===== config.mk =====
export PLATFORM = sky130hd
export DESIGN_NAME = encoder_pid_speed_control_unit
export DESIGN_NICKNAME = d
export VERILOG_FILES = /design/src/rtl/epsc_pkg.sv /design/src/rtl/epsc_regs.sv /design/src/rtl/epsc_mul.sv /design/src/rtl/encoder_pid_speed_control_unit.sv
export VERILOG_INCLUDE_DIRS = /design/src /design/src/rtl
export SDC_FILE = /design/constraint.sdc
export NUM_CORES = 2
export LEC_CHECK = 0
export ABC_AREA = 1
export BUFFER_PORTS_ARGS = -buffer_cell sky130_fd_sc_hd__buf_4
export CELL_PAD_IN_SITES_DETAIL_PLACEMENT = 0
export CELL_PAD_IN_SITES_GLOBAL_PLACEMENT = 1
export CORE_MARGIN = 5
export CORE_UTILIZATION = 48
export DETAILED_ROUTE_END_ITERATION = 12
export PLACE_DENSITY = 0.89
export SLEW_MARGIN = 20
export SYNTH_ARGS = -nofsm -noshare
export SYNTH_HDL_FRONTEND = slang
export SYNTH_SLANG_ARGS = --single-unit
export TNS_END_PERCENT = 30

===== constraint.sdc =====
create_clock -name clk -period 8.95 [get_ports clk]
set_input_delay 0.895 -clock clk [delete_from_list [all_inputs] [get_ports clk]]
set_output_delay 0.895 -clock clk [all_outputs]
set_load 0.1 [all_outputs]

===== src/rtl/encoder_pid_speed_control_unit_macros.svh =====
// assertion helpers for the speed control block
// expects clk and rst_n in the scope of use
`ifndef ENCODER_PID_SPEED_CONTROL_UNIT_MACROS_SVH
`define ENCODER_PID_SPEED_CONTROL_UNIT_MACROS_SVH

// same-cycle implication
`define EPSC_ASSERT_NOW(label, ante, cons) \
  label: assert property (@(posedge clk) disable iff (!rst_n) (ante) |-> (cons)) \
    else $error("speed control check failed");

// next-cycle implication
`define EPSC_ASSERT_NEXT(label, ante, cons) \
  label: assert property (@(posedge clk) disable iff (!rst_n) (ante) |=> (cons)) \
    else $error("speed control check failed");

`endif


===== src/rtl/epsc_pkg.sv =====
`timescale 1ns / 1ps
`default_nettype none
package epsc_pkg;

  // default values of the top level parameters
  localparam int FRAC_BITS_DEF      = 8;
  localparam int PULSE_MAX_DEF      = 20000;
  localparam int INTEGRAL_WIDTH_DEF = 32;

  // shared multiplier operand and product widths
  localparam int MUL_A_W = 25;
  localparam int MUL_B_W = 17;
  localparam int MUL_P_W = MUL_A_W + MUL_B_W;

  // integral is split into two chunks for the gain product
  localparam int INT_SPLIT = 24;
  localparam int INT_EXT_W = 2 * INT_SPLIT;
  localparam int ACC_W     = MUL_P_W + INT_SPLIT + 1;

  // x / 10 for x below 2^16 as (x * 52429) >> 19
  localparam int DIV10_MUL   = 52429;
  localparam int DIV10_SHIFT = 19;

  // register map, index = paddr / 4
  localparam logic [2:0] REG_KP     = 3'd0;
  localparam logic [2:0] REG_KI     = 3'd1;
  localparam logic [2:0] REG_KD     = 3'd2;
  localparam logic [2:0] REG_TARGET = 3'd3;
  localparam logic [2:0] REG_CTS    = 3'd4;
  localparam logic [2:0] REG_BASE   = 3'd5;
  localparam logic [2:0] REG_STOP   = 3'd6;
  localparam logic [2:0] REG_WRAP   = 3'd7;

  localparam logic [15:0] KP_RST     = 16'd2560;
  localparam logic [15:0] KI_RST     = 16'd1280;
  localparam logic [15:0] KD_RST     = 16'd1280;
  localparam logic [15:0] TARGET_RST = 16'd128;
  localparam logic [15:0] CTS_RST    = 16'd51;
  localparam logic [14:0] BASE_RST   = 15'd1550;
  localparam logic [14:0] STOP_RST   = 15'd1400;
  localparam logic [8:0]  WRAP_RST   = 9'd100;

  typedef struct packed {
    logic [15:0] kp_gain;
    logic [15:0] ki_gain;
    logic [15:0] kd_gain;
    logic [15:0] target_speed;
    logic [15:0] count_to_speed;
    logic [14:0] base_pulse;
    logic [14:0] stop_pulse;
    logic [8:0]  count_wrap;
  } epsc_cfg_t;

endpackage
`default_nettype wire


===== src/rtl/epsc_regs.sv =====
`timescale 1ns / 1ps
`default_nettype none
module epsc_regs import epsc_pkg::*; (
  input  wire logic        clk,
  input  wire logic        rst_n,
  input  wire logic        psel,
  input  wire logic        penable,
  input  wire logic        pwrite,
  input  wire logic [4:0]  paddr,
  input  wire logic [31:0] pwdata,
  output logic      [31:0] prdata,
  output logic             pready,
  output epsc_cfg_t        cfg
);

  epsc_cfg_t  cfg_r;
  logic [2:0] idx;
  logic       wr_en;

  assign idx    = paddr[4:2];
  assign wr_en  = psel && penable && pwrite;
  assign pready = 1'b1;
  assign cfg    = cfg_r;

  always_ff @(posedge clk) begin
    if (!rst_n) begin
      cfg_r.kp_gain        <= KP_RST;
      cfg_r.ki_gain        <= KI_RST;
      cfg_r.kd_gain        <= KD_RST;
      cfg_r.target_speed   <= TARGET_RST;
      cfg_r.count_to_speed <= CTS_RST;
      cfg_r.base_pulse     <= BASE_RST;
      cfg_r.stop_pulse     <= STOP_RST;
      cfg_r.count_wrap     <= WRAP_RST;
    end else if (wr_en) begin
      case (idx)
        REG_KP:     cfg_r.kp_gain        <= pwdata[15:0];
        REG_KI:     cfg_r.ki_gain        <= pwdata[15:0];
        REG_KD:     cfg_r.kd_gain        <= pwdata[15:0];
        REG_TARGET: cfg_r.target_speed   <= pwdata[15:0];
        REG_CTS:    cfg_r.count_to_speed <= pwdata[15:0];
        REG_BASE:   cfg_r.base_pulse     <= pwdata[14:0];
        REG_STOP:   cfg_r.stop_pulse     <= pwdata[14:0];
        REG_WRAP:   cfg_r.count_wrap     <= pwdata[8:0];
        default: ;
      endcase
    end
  end

  always_comb begin
    case (idx)
      REG_KP:     prdata = {16'd0, cfg_r.kp_gain};
      REG_KI:     prdata = {16'd0, cfg_r.ki_gain};
      REG_KD:     prdata = {16'd0, cfg_r.kd_gain};
      REG_TARGET: prdata = {16'd0, cfg_r.target_speed};
      REG_CTS:    prdata = {16'd0, cfg_r.count_to_speed};
      REG_BASE:   prdata = {17'd0, cfg_r.base_pulse};
      REG_STOP:   prdata = {17'd0, cfg_r.stop_pulse};
      REG_WRAP:   prdata = {23'd0, cfg_r.count_wrap};
      default:    prdata = 32'd0;
    endcase
  end

endmodule
`default_nettype wire


===== src/rtl/epsc_mul.sv =====
`timescale 1ns / 1ps
`default_nettype none
module epsc_mul import epsc_pkg::*; (
  input  wire logic                       clk,
  input  wire logic                       en,
  input  wire logic signed [MUL_A_W-1:0]  a,
  input  wire logic signed [MUL_B_W-1:0]  b,
  output logic signed      [MUL_P_W-1:0]  prod_r
);

  logic signed [MUL_P_W-1:0] prod_nxt;

  assign prod_nxt = MUL_P_W'(a) * MUL_P_W'(b);

  always_ff @(posedge clk) begin
    if (en) begin
      prod_r <= prod_nxt;
    end
  end

endmodule
`default_nettype wire


===== src/rtl/encoder_pid_speed_control_unit.sv =====
`timescale 1ns / 1ps
`default_nettype none
// channel   direction  handshake            payload
// in        input      in_valid / in_stall   in_pulse_count, in_stop_request
// out       output     out_valid / out_stall out_pulse_width_us, out_correction_us,
//                                            out_measured_speed, out_stopped
// cfg       apb        psel/penable/pready   paddr, pwdata, prdata
//
// the sequencer steps through six products on the single 25x17 multiplier before the result
// is loaded into the output register; a new item is taken only after the last one is loaded
// in_stall stays high from accept until the result is loaded into the output register
// a stalled result holds the sequencer in its last step; the next item is taken
// while a loaded result still waits on out_stall
// rst_n is synchronous: clears the pid state and the output valid, and sets the registers to their reset values
module encoder_pid_speed_control_unit import epsc_pkg::*; #(
  parameter int FRAC_BITS      = FRAC_BITS_DEF,
  parameter int PULSE_MAX      = PULSE_MAX_DEF,
  parameter int INTEGRAL_WIDTH = INTEGRAL_WIDTH_DEF
) (
  input  wire logic        clk,
  input  wire logic        rst_n,
  input  wire logic        in_valid,
  output logic             in_stall,
  input  wire logic [7:0]  in_pulse_count,
  input  wire logic        in_stop_request,
  output logic             out_valid,
  input  wire logic        out_stall,
  output logic      [14:0] out_pulse_width_us,
  output logic signed [15:0] out_correction_us,
  output logic      [15:0] out_measured_speed,
  output logic             out_stopped,
  input  wire logic        psel,
  input  wire logic        penable,
  input  wire logic        pwrite,
  input  wire logic [4:0]  paddr,
  input  wire logic [31:0] pwdata,
  output logic      [31:0] prdata,
  output logic             pready
);

  localparam int IW = INTEGRAL_WIDTH;

  localparam logic [3:0] S_IDLE = 4'd0;
  localparam logic [3:0] S_SPD  = 4'd1;
  localparam logic [3:0] S_ERR  = 4'd2;
  localparam logic [3:0] S_DIV  = 4'd3;
  localparam logic [3:0] S_KP   = 4'd4;
  localparam logic [3:0] S_KD   = 4'd5;
  localparam logic [3:0] S_KIL  = 4'd6;
  localparam logic [3:0] S_KIH  = 4'd7;
  localparam logic [3:0] S_FIN  = 4'd8;
  localparam logic [3:0] S_OUT  = 4'd9;

  localparam logic signed [17:0]    PMAX_S   = 18'(PULSE_MAX);
  localparam logic signed [ACC_W-1:0] CORR_HI = ACC_W'(32767);
  localparam logic signed [ACC_W-1:0] CORR_LO = ACC_W'(-32768);

  epsc_cfg_t cfg;

  epsc_regs u_regs (
    .clk     (clk),
    .rst_n   (rst_n),
    .psel    (psel),
    .penable (penable),
    .pwrite  (pwrite),
    .paddr   (paddr),
    .pwdata  (pwdata),
    .prdata  (prdata),
    .pready  (pready),
    .cfg     (cfg)
  );

  logic [3:0]                state_r, state_nxt;
  logic [7:0]                last_count_r;
  logic signed [IW-1:0]      integral_r;
  logic signed [17:0]        last_err_r;
  logic signed [10:0]        delta_r;
  logic                      stop_r;
  logic [15:0]               speed_r;
  logic signed [17:0]        err_r;
  logic [15:0]               errmag_r;
  logic signed [22:0]        deriv_r;
  logic signed [ACC_W-1:0]   acc_r;
  logic                      out_valid_r;
  logic [14:0]               out_pulse_r;
  logic signed [15:0]        out_corr_r;
  logic [15:0]               out_speed_r;
  logic                      out_stopped_r;

  logic                      accept;
  logic                      load_out;
  logic                      mul_en;
  logic signed [MUL_A_W-1:0] mul_a;
  logic signed [MUL_B_W-1:0] mul_b;
  logic signed [MUL_P_W-1:0] prod_r;

  logic signed [10:0]        delta_nxt;
  logic [15:0]               speed_c;
  logic signed [17:0]        err_c;
  logic signed [18:0]        diff_c;
  logic signed [22:0]        dd_c;
  logic signed [17:0]        negerr_c;
  logic [15:0]               q_c;
  logic signed [16:0]        qs_c;
  logic signed [IW:0]        isum_c;
  logic signed [IW-1:0]      integral_nxt;
  logic signed [INT_EXT_W-1:0] int_ext;
  logic signed [ACC_W-1:0]   prod_ext;
  logic signed [ACC_W-1:0]   shifted_c;
  logic signed [15:0]        corr_c;
  logic signed [17:0]        psum_c;
  logic signed [17:0]        stop_s;
  logic [14:0]               pulse_c;

  assign accept   = in_valid && !in_stall;
  assign in_stall = (state_r != S_IDLE);
  assign load_out = (state_r == S_OUT) && (!out_valid_r || !out_stall);

  // counter delta, wrapping at count_wrap
  always_comb begin
    if (in_pulse_count >= last_count_r) begin
      delta_nxt = $signed({3'b0, in_pulse_count}) - $signed({3'b0, last_count_r});
    end else begin
      delta_nxt = $signed({2'b0, cfg.count_wrap}) - $signed({3'b0, last_count_r})
                + $signed({3'b0, in_pulse_count});
    end
  end

  // speed saturation and error terms
  always_comb begin
    if (prod_r < 0) begin
      speed_c = 16'd0;
    end else if (prod_r > MUL_P_W'(65535)) begin
      speed_c = 16'hFFFF;
    end else begin
      speed_c = prod_r[15:0];
    end
    err_c    = $signed({2'b0, cfg.target_speed}) - $signed({2'b0, speed_c});
    negerr_c = -err_c;
    diff_c   = 19'(err_c) - 19'(last_err_r);
    dd_c     = 23'(diff_c);
  end

  // truncating divide by ten and saturating integral update
  always_comb begin
    q_c    = prod_r[DIV10_SHIFT+15:DIV10_SHIFT];
    qs_c   = err_r[17] ? -$signed({1'b0, q_c}) : $signed({1'b0, q_c});
    isum_c = (IW+1)'(integral_r) + (IW+1)'(qs_c);
    if (isum_c[IW] != isum_c[IW-1]) begin
      integral_nxt = isum_c[IW] ? {1'b1, {(IW-1){1'b0}}} : {1'b0, {(IW-1){1'b1}}};
    end else begin
      integral_nxt = isum_c[IW-1:0];
    end
  end

  assign int_ext  = INT_EXT_W'(integral_r);
  assign prod_ext = ACC_W'(prod_r);

  // operand select for the shared multiplier
  always_comb begin
    mul_en = 1'b1;
    mul_a  = '0;
    mul_b  = '0;
    case (state_r)
      S_SPD: begin
        mul_a = MUL_A_W'(delta_r);
        mul_b = $signed({1'b0, cfg.count_to_speed});
      end
      S_DIV: begin
        mul_a = $signed({{(MUL_A_W-16){1'b0}}, errmag_r});
        mul_b = MUL_B_W'(DIV10_MUL);
      end
      S_KP: begin
        mul_a = MUL_A_W'(err_r);
        mul_b = $signed({1'b0, cfg.kp_gain});
      end
      S_KD: begin
        mul_a = MUL_A_W'(deriv_r);
        mul_b = $signed({1'b0, cfg.kd_gain});
      end
      S_KIL: begin
        mul_a = $signed({1'b0, int_ext[INT_SPLIT-1:0]});
        mul_b = $signed({1'b0, cfg.ki_gain});
      end
      S_KIH: begin
        mul_a = MUL_A_W'($signed(int_ext[INT_EXT_W-1:INT_SPLIT]));
        mul_b = $signed({1'b0, cfg.ki_gain});
      end
      default: mul_en = 1'b0;
    endcase
  end

  epsc_mul u_mul (
    .clk    (clk),
    .en     (mul_en),
    .a      (mul_a),
    .b      (mul_b),
    .prod_r (prod_r)
  );

  // floor of the q(2f) sum, saturated to 16 bits, then pulse saturation or the stop pulse
  always_comb begin
    shifted_c = acc_r >>> (2 * FRAC_BITS);
    if (shifted_c > CORR_HI) begin
      corr_c = 16'sh7FFF;
    end else if (shifted_c < CORR_LO) begin
      corr_c = -16'sh8000;
    end else begin
      corr_c = shifted_c[15:0];
    end
    psum_c = $signed({3'b0, cfg.base_pulse}) + 18'(corr_c);
    stop_s = $signed({3'b0, cfg.stop_pulse});
    if (stop_r) begin
      pulse_c = (stop_s > PMAX_S) ? PMAX_S[14:0] : stop_s[14:0];
    end else if (psum_c < 0) begin
      pulse_c = 15'd0;
    end else if (psum_c > PMAX_S) begin
      pulse_c = PMAX_S[14:0];
    end else begin
      pulse_c = psum_c[14:0];
    end
  end

  always_comb begin
    state_nxt = state_r;
    case (state_r)
      S_IDLE:  if (accept) state_nxt = S_SPD;
      S_SPD:   state_nxt = S_ERR;
      S_ERR:   state_nxt = S_DIV;
      S_DIV:   state_nxt = S_KP;
      S_KP:    state_nxt = S_KD;
      S_KD:    state_nxt = S_KIL;
      S_KIL:   state_nxt = S_KIH;
      S_KIH:   state_nxt = S_FIN;
      S_FIN:   state_nxt = S_OUT;
      S_OUT:   if (load_out) state_nxt = S_IDLE;
      default: state_nxt = S_IDLE;
    endcase
  end

  always_ff @(posedge clk) begin
    if (!rst_n) begin
      state_r      <= S_IDLE;
      last_count_r <= 8'd0;
      integral_r   <= '0;
      last_err_r   <= '0;
      out_valid_r  <= 1'b0;
    end else begin
      state_r <= state_nxt;
      if (accept) begin
        last_count_r <= in_pulse_count;
      end
      if (state_r == S_ERR) begin
        last_err_r <= err_c;
      end
      if (state_r == S_KP) begin
        integral_r <= integral_nxt;
      end
      if (load_out) begin
        out_valid_r <= 1'b1;
      end else if (!out_stall) begin
        out_valid_r <= 1'b0;
      end
    end
  end

  // datapath registers
  always_ff @(posedge clk) begin
    if (accept) begin
      delta_r <= delta_nxt;
      stop_r  <= in_stop_request;
    end
    if (state_r == S_ERR) begin
      speed_r  <= speed_c;
      err_r    <= err_c;
      errmag_r <= err_c[17] ? negerr_c[15:0] : err_c[15:0];
      deriv_r  <= (dd_c <<< 3) + (dd_c <<< 1);
    end
    case (state_r)
      S_KD:    acc_r <= prod_ext;
      S_KIL:   acc_r <= acc_r + prod_ext;
      S_KIH:   acc_r <= acc_r + prod_ext;
      S_FIN:   acc_r <= acc_r + (prod_ext <<< INT_SPLIT);
      default: ;
    endcase
    if (load_out) begin
      out_pulse_r   <= pulse_c;
      out_corr_r    <= corr_c;
      out_speed_r   <= speed_r;
      out_stopped_r <= stop_r;
    end
  end

  assign out_valid          = out_valid_r;
  assign out_pulse_width_us = out_pulse_r;
  assign out_correction_us  = out_corr_r;
  assign out_measured_speed = out_speed_r;
  assign out_stopped        = out_stopped_r;

`include "encoder_pid_speed_control_unit_macros.svh"

  `EPSC_ASSERT_NEXT(a_accept_starts, accept, state_r == S_SPD)
  `EPSC_ASSERT_NOW(a_valid_from_out, $rose(out_valid_r), $past(state_r) == S_OUT)
  `EPSC_ASSERT_NEXT(a_out_hold, (state_r == S_OUT) && out_valid_r && out_stall,
                    state_r == S_OUT)

endmodule
`default_nettype wire

# Word-level counts from Yosys, hierarchy flattened
# Cells that the tools add are included.
dict set report word_totals {
  ramBits 0
  latch_bits 0
  rom_bits 0
  n_memories 0
  reg_bits 422
}
dict set report op_classes {
  bitwise_logic 0
  add_sub_neg 12
  n_reduce_logical 23
  n_eq_ne 20
  muxes 23
  n_shift 0
  mul 1
  order_cmp 8
  div_mod_pow 0
}
# operator count
set op_table {}
lappend op_table {{$pmux W32 S8} 1}
lappend op_table {{$pmux W67 S3} 1}
lappend op_table {{$pmux W25 S6} 1}
lappend op_table {{$mux W16} 5}
lappend op_table {{$pmux W16 S5} 1}
lappend op_table {{$add A67 B42 Y67} 1}
lappend op_table {{$add A67 B66 Y67} 1}
lappend op_table {{$mux W32} 2}
lappend op_table {{$mux W15} 4}
lappend op_table {{$gt A51 B16 Y1 const B} 1}
lappend op_table {{$lt A51 B16 Y1 const B} 1}
lappend op_table {{$gt A42 B17 Y1 const B} 1}
lappend op_table {{$lt A42 B1 Y1 const B} 1}
lappend op_table {{$mul A25 B17 Y42} 1}
lappend op_table {{$pmux W4 S10} 1}
lappend op_table {{$add A32 B17 Y33} 1}
lappend op_table {{$add A21 B19 Y22} 1}
lappend op_table {{$reduce_and A2 Y1} 9}
lappend op_table {{$sub A17 B17 Y18} 1}
lappend op_table {{$add A16 B16 Y17} 1}
lappend op_table {{$gt A17 B16 Y1 const B} 1}
lappend op_table {{$lt A17 B1 Y1 const B} 1}
lappend op_table {{$mux W17} 1}
lappend op_table {{$neg A16 Y17} 1}
lappend op_table {{other kinds (29)} 47}

# Logic depth before layout (Yosys ltp)
dict set report logic_depth {
  depth_word 8
  depth_mapped 40
}

# Modules after synthesis
# A second synthesis with hierarchy kept.
dict set report unflattened {
  cells_unflattened 6936
  hier_area_um2 49223.5
}
# module seq_area_each_um2 cells_per_inst area_each_um2 n_inst
set by_module_without_submodules {}
lappend by_module_without_submodules {encoder_pid_speed_control_unit 7126.8 3843 25902.3 1}
lappend by_module_without_submodules {epsc_mul 1261.2 2285 17750.8 1}
lappend by_module_without_submodules {epsc_regs 2382.3 808 5570.3 1}

# Worst setup path after synthesis
# Ideal clock, no wire load.
dict set report synth_path {
  kind {register to register}
  from {register state_r[0]}
  to {register u_mul.prod_r[40], data pin}
  path_slack_ps 2141
  synth_period_minus_slack_ps 6809
  arrival_ps 6544
  path_buffers 2
  stages_incl_launch_ff 26
  path_cell_list {dfxtp_1 > nand2_1 > nor2_1 > buf_2 > a21oi_1 > and2_1 > clkbuf_1 > nor2_1 > inv_1 > fa_1 > inv_1 > fa_1 > inv_1 > fa_1 > fa_1 > fa_1 > fa_1 > inv_1 > ha_1 > inv_1 > nor3_1 > nand2_1 > nor4_1 > nand3_1 > o2111ai_1 > xor2_1}
}
dict set report synth_via {
  elab_chain_cells 4
  elab_cells_between_ends 10
  classes_between {1 x mul; 6 x eq/ne; 2 x mux; 1 x reduce/logical}
}
# item line_no
set synth_rtl {}
lappend synth_rtl {{start, declared} encoder_pid_speed_control_unit.sv:73} ;# logic [3:0] state_r, state_nxt;
lappend synth_rtl {{start signal, assigned} encoder_pid_speed_control_unit.sv:249} ;# state_r <= state_nxt;
lappend synth_rtl {{$eq A4 B3 Y1} encoder_pid_speed_control_unit.sv:164} ;# case (state_r)
lappend synth_rtl {{$reduce_or A2 Y1 (no line)} --}
lappend synth_rtl {{$pmux W16 S5} encoder_pid_speed_control_unit.sv:164}
lappend synth_rtl {{$mul A25 B17 Y42 *} epsc_mul.sv:13} ;# assign prod_nxt = MUL_P_W'(a) * MUL_P_W'(b);
lappend synth_rtl {{via u_mul.prod_nxt[40]} epsc_mul.sv:11} ;# logic signed [MUL_P_W-1:0] prod_nxt;
lappend synth_rtl {{end signal, assigned} epsc_mul.sv:17} ;# prod_r <= prod_nxt;
lappend synth_rtl {{end, declared} epsc_mul.sv:8} ;# output logic signed [MUL_P_W-1:0] prod_r
# Mark *: on every way through the listed nets, which the timed path passes. The rest lies on a longest branch.
# A chain may end at the register's enable or synchronous reset.

# Final worst setup path
dict set report layout_path {
  from {register state_r[0]}
  to {register u_mul.prod_r[34], data pin}
}
# The elaborated chain is that of the path after synthesis.

==> summary.txt <==
Detailed routing
  – DR iter-0 viols: 4,115
  – Final WL: 166,000 µm
  – Via count: 43,300
  – Vias per cell: 5.64
  – ANT nets after route: 0
  – Drt first pass iters: 6
  – DRC Markers: 0
  – Routed len/inst: 21.6 µm

STA
  – PnR worst setup slack: 674 ps
  – Fin crit share: 92.5%
  – Final count of hold timing violations: 0
  – Worst relative slew slack: 30.2%
  – Worst clock skew: 67.7 ps
  – Fmax: 121 MHz
  – Unrepaired setup endpoints after global routing: no
  – Post-route minimum period: 8280 ps
  – Worst-Margin Slew: 1050 ps
  – Setup violations, final: 0
  – Setup TNS: 0 ps
  – Max-slew violations: 0

Finish
  – P&R area growth vs syn: 7.96%
  – Final Core Density: 52.2%
  – Share of cells above drive strength 1: 5.49%
  – Nets: 7,142

Floorplanning
  – Starting density of the core: 48.4%
  – Total core area: 96,700 µm²
  – I/O pin total: 136
  – Row count: 114
  – Die Y: 322 µm
  – Die area: 104,000 µm²
  – Die X: 322 µm

Setup path
  – Worst Reg-to-Reg Cells: 26
  – Critical path capture point type: flip-flop
  – Reg2reg end: u_mul.prod_r[34]
  – Worst EP arrival: 8670 ps
  – R2R setup slack: 670 ps
  – CP Data Required Time: 9340 ps
  – Worst setup SP type: flip-flop
  – FF-to-FF Start: state_r[0]
  – Worst Setup SP: state_r[0]
  – Critical path type: reg -> reg
  – Crit Path Max Fanout: 17

Pwr
  – Max VDD drop: 0.000809 V
  – Leakage Power: 23.8 nW
  – Power Dens Cells: 321 nW/µm²

GRT
  – Number of global-route vias before repair: 42,000
  – Total GRT Usage: 31.5%
  – Largest net degree at the start of global routing: 107
  – Remaining global-route overflow: 0
  – Initial antenna violation count: 4
  – First-pass GRT wire length: 252,000 µm

Synthesis
  – Cell area after synthesis: 46,800 µm²
  – Ys flop type: edfxtp_1
  – Post-synthesis cell count: 6,313
  – Synth Register Bits: 419
  – Library cells used by synthesis: 65
  – Post-synth ARST share: 0%
  – Post-synthesis sequential area ratio: 23.0%
  – Warnings from Yosys: 0
  – Synth Area per Inst: 7.41 µm²
  – Number of flops mapped to enable cells by yosys: 238

CTS
  – Clock Sinks: 419
  – CTS max path bufs: 3
  – Postcts setup bufs: 0
  – Clk slew on worst S/H paths: 70 ps
  – H-tree depth: 2
  – # resized after CTS: 0
  – CTS tree: built
  – Worst skew pair latency: 650 ps
  – Hold buffers post-CTS: 0
  – Root buffer cell: clkbuf_16
  – Num CTS Buffers: 51

Placed design
  – I/O Buffers: 100
  – GPL Wtd Cong: 1.01
  – Post-DP HPWL: 135,000 µm
  – Pre-CTS setup slack: 713 ps

Run status
  – Status: finished clean

Run
  – Maxcap violations: 0

Min path
  – Hold Path Origin: speed_r[9]
  – Hold Path Class: reg -> reg
  – Worst hold stages: 0
  – Hold EP: out_measured_speed[9]
-- layout by cell type, fill, tap and decap left out, types with 35 or more instances in the layout --
cell type / n
a21oi_1: 535
buf_4: 150
clkbuf_16: 51
dfxtp_1: 181
edfxtp_1: 238
fa_1: 401
ha_1: 332
inv_1: 1145
nand2_1: 1218
nand3_1: 278
nand4_1: 61
nor2_1: 649
nor3_1: 57
o211ai_1: 39
o21ai_0: 430
o22ai_1: 35
xnor2_1: 55
xor2_1: 109
-- synthesized netlist by cell type (all sizes together) (61+ instances only) --
library cell	count	area [µm²]
o21ai	438	2200
nand3	280	1410
edfxtp	238	7150
dfxtp	181	3620
ha	332	4150
nand2	1222	4610
buf	114	654
clkbuf	62	233
nor3	69	414
nand4	61	382
fa	401	8030
inv	1179	4430
nor2	664	2550
xor2	109	955
a21oi	545	2800
-- routing by layer --
layer	up-vias	global-route usage (%)	wire [µm]
li1	20500	-	-
met5	-	0	11
met1	20700	44.5	72000
met4	2	10.0	6390
met3	289	4.79	13800
met2	1771	50.1	73900
-- metrics by stage --
stage | area, µm² | instances | total power, mW | hold slack (ps)
finish | 50500 | 7676 | 16.2 | 420
global route | 50500 | 7675 | 17.5 | 410
CTS | 50500 | 7675 | 16.1 | 398
detailed placement | 48800 | 7579 | 13.9 | 405
global placement | 48800 | 7579 | 13.8 | 403
floorplan | 46800 | 6328 | 10.7 | 400
-- final cells by class --
type / count / area [µm²]
Clock inverter: 38 / 368
Tap cell: 1276 / 1600
Multi-Input combinational cell: 4550 / 30800
Inverter: 1183 / 4450
Clock buffer: 58 / 1340
Timing Repair Buffer: 151 / 1150
Antenna cell: 1 / 2.50
Fill cell: 9671 / 46200
Sequential cell: 419 / 10800
-- critical path, cell delays in order (launching register included) --
cell and delay [ps]:
dfxtp_1 510, nor2_1 200, inv_2 140, nor2_4 90, inv_2 290, o21ai_0 160
nor3_2 790, inv_1 570, nand2_1 210, fa_1 460, fa_1 490, fa_1 510
inv_1 50, fa_1 460, fa_1 560, inv_1 60, fa_1 530, inv_1 40
ha_1 450, nand2_1 140, nor2_1 180, inv_1 100, nor3_1 190, nand3_1 90
o21ai_0 370, a31oi_1 170, xnor2_1 170
-- power by group --
group | switching (mW) | total [mW] | internal, mW
registers | 0.471 | 3.28 | 2.81
logic | 7.32 | 10.8 | 3.46
clock network | 0.936 | 2.12 | 1.19
total | 8.73 | 16.2 | 7.45
-- flip-flops by register name, summed over array words and instances, names as in the netlist --
signal and cells:
last_count_r 8, err_r 17, errmag_r 15, deriv_r 21
out_valid 1, last_err_r 17, out_correction_us 16, speed_r 16
state_r 4, delta_r 11, out_stopped 1, stop_r 1
u_regs.cfg 119, acc_r 67, integral_r 32, out_measured_speed 16
out_pulse_width_us 15, u_mul.prod_r 42
-- how the worst max path moves through the flow --
stage / endpoint / slack (ps) / cells after the start
finish: u_mul.prod_r[34] / 670 / 26
detailed placement: u_mul.prod_r[34] / 710 / 26
floorplan: u_mul.prod_r[40] / 2140 / 25
global placement: u_mul.prod_r[34] / 760 / 26
global route: u_mul.prod_r[34] / 180 / 26
CTS: u_mul.prod_r[34] / 660 / 26
-- kinds of logic (layout without fill, tap and decap cells) --
kind of cell,count (synthesis),after routing,share of synthesized area (%)
AOI/OAI and AO/OA,1234,1234,14.7
other,2,18,0.0161
and+or+nand+nor,2402,2402,21.7
adders and majority gates,733,733,26.1
DFF,419,419,23.0
xor gates and xnor gates,164,164,3.07
buffers and inverters,1359,1430,11.4
No activity file was read; power rests on OpenSTA's default activity.
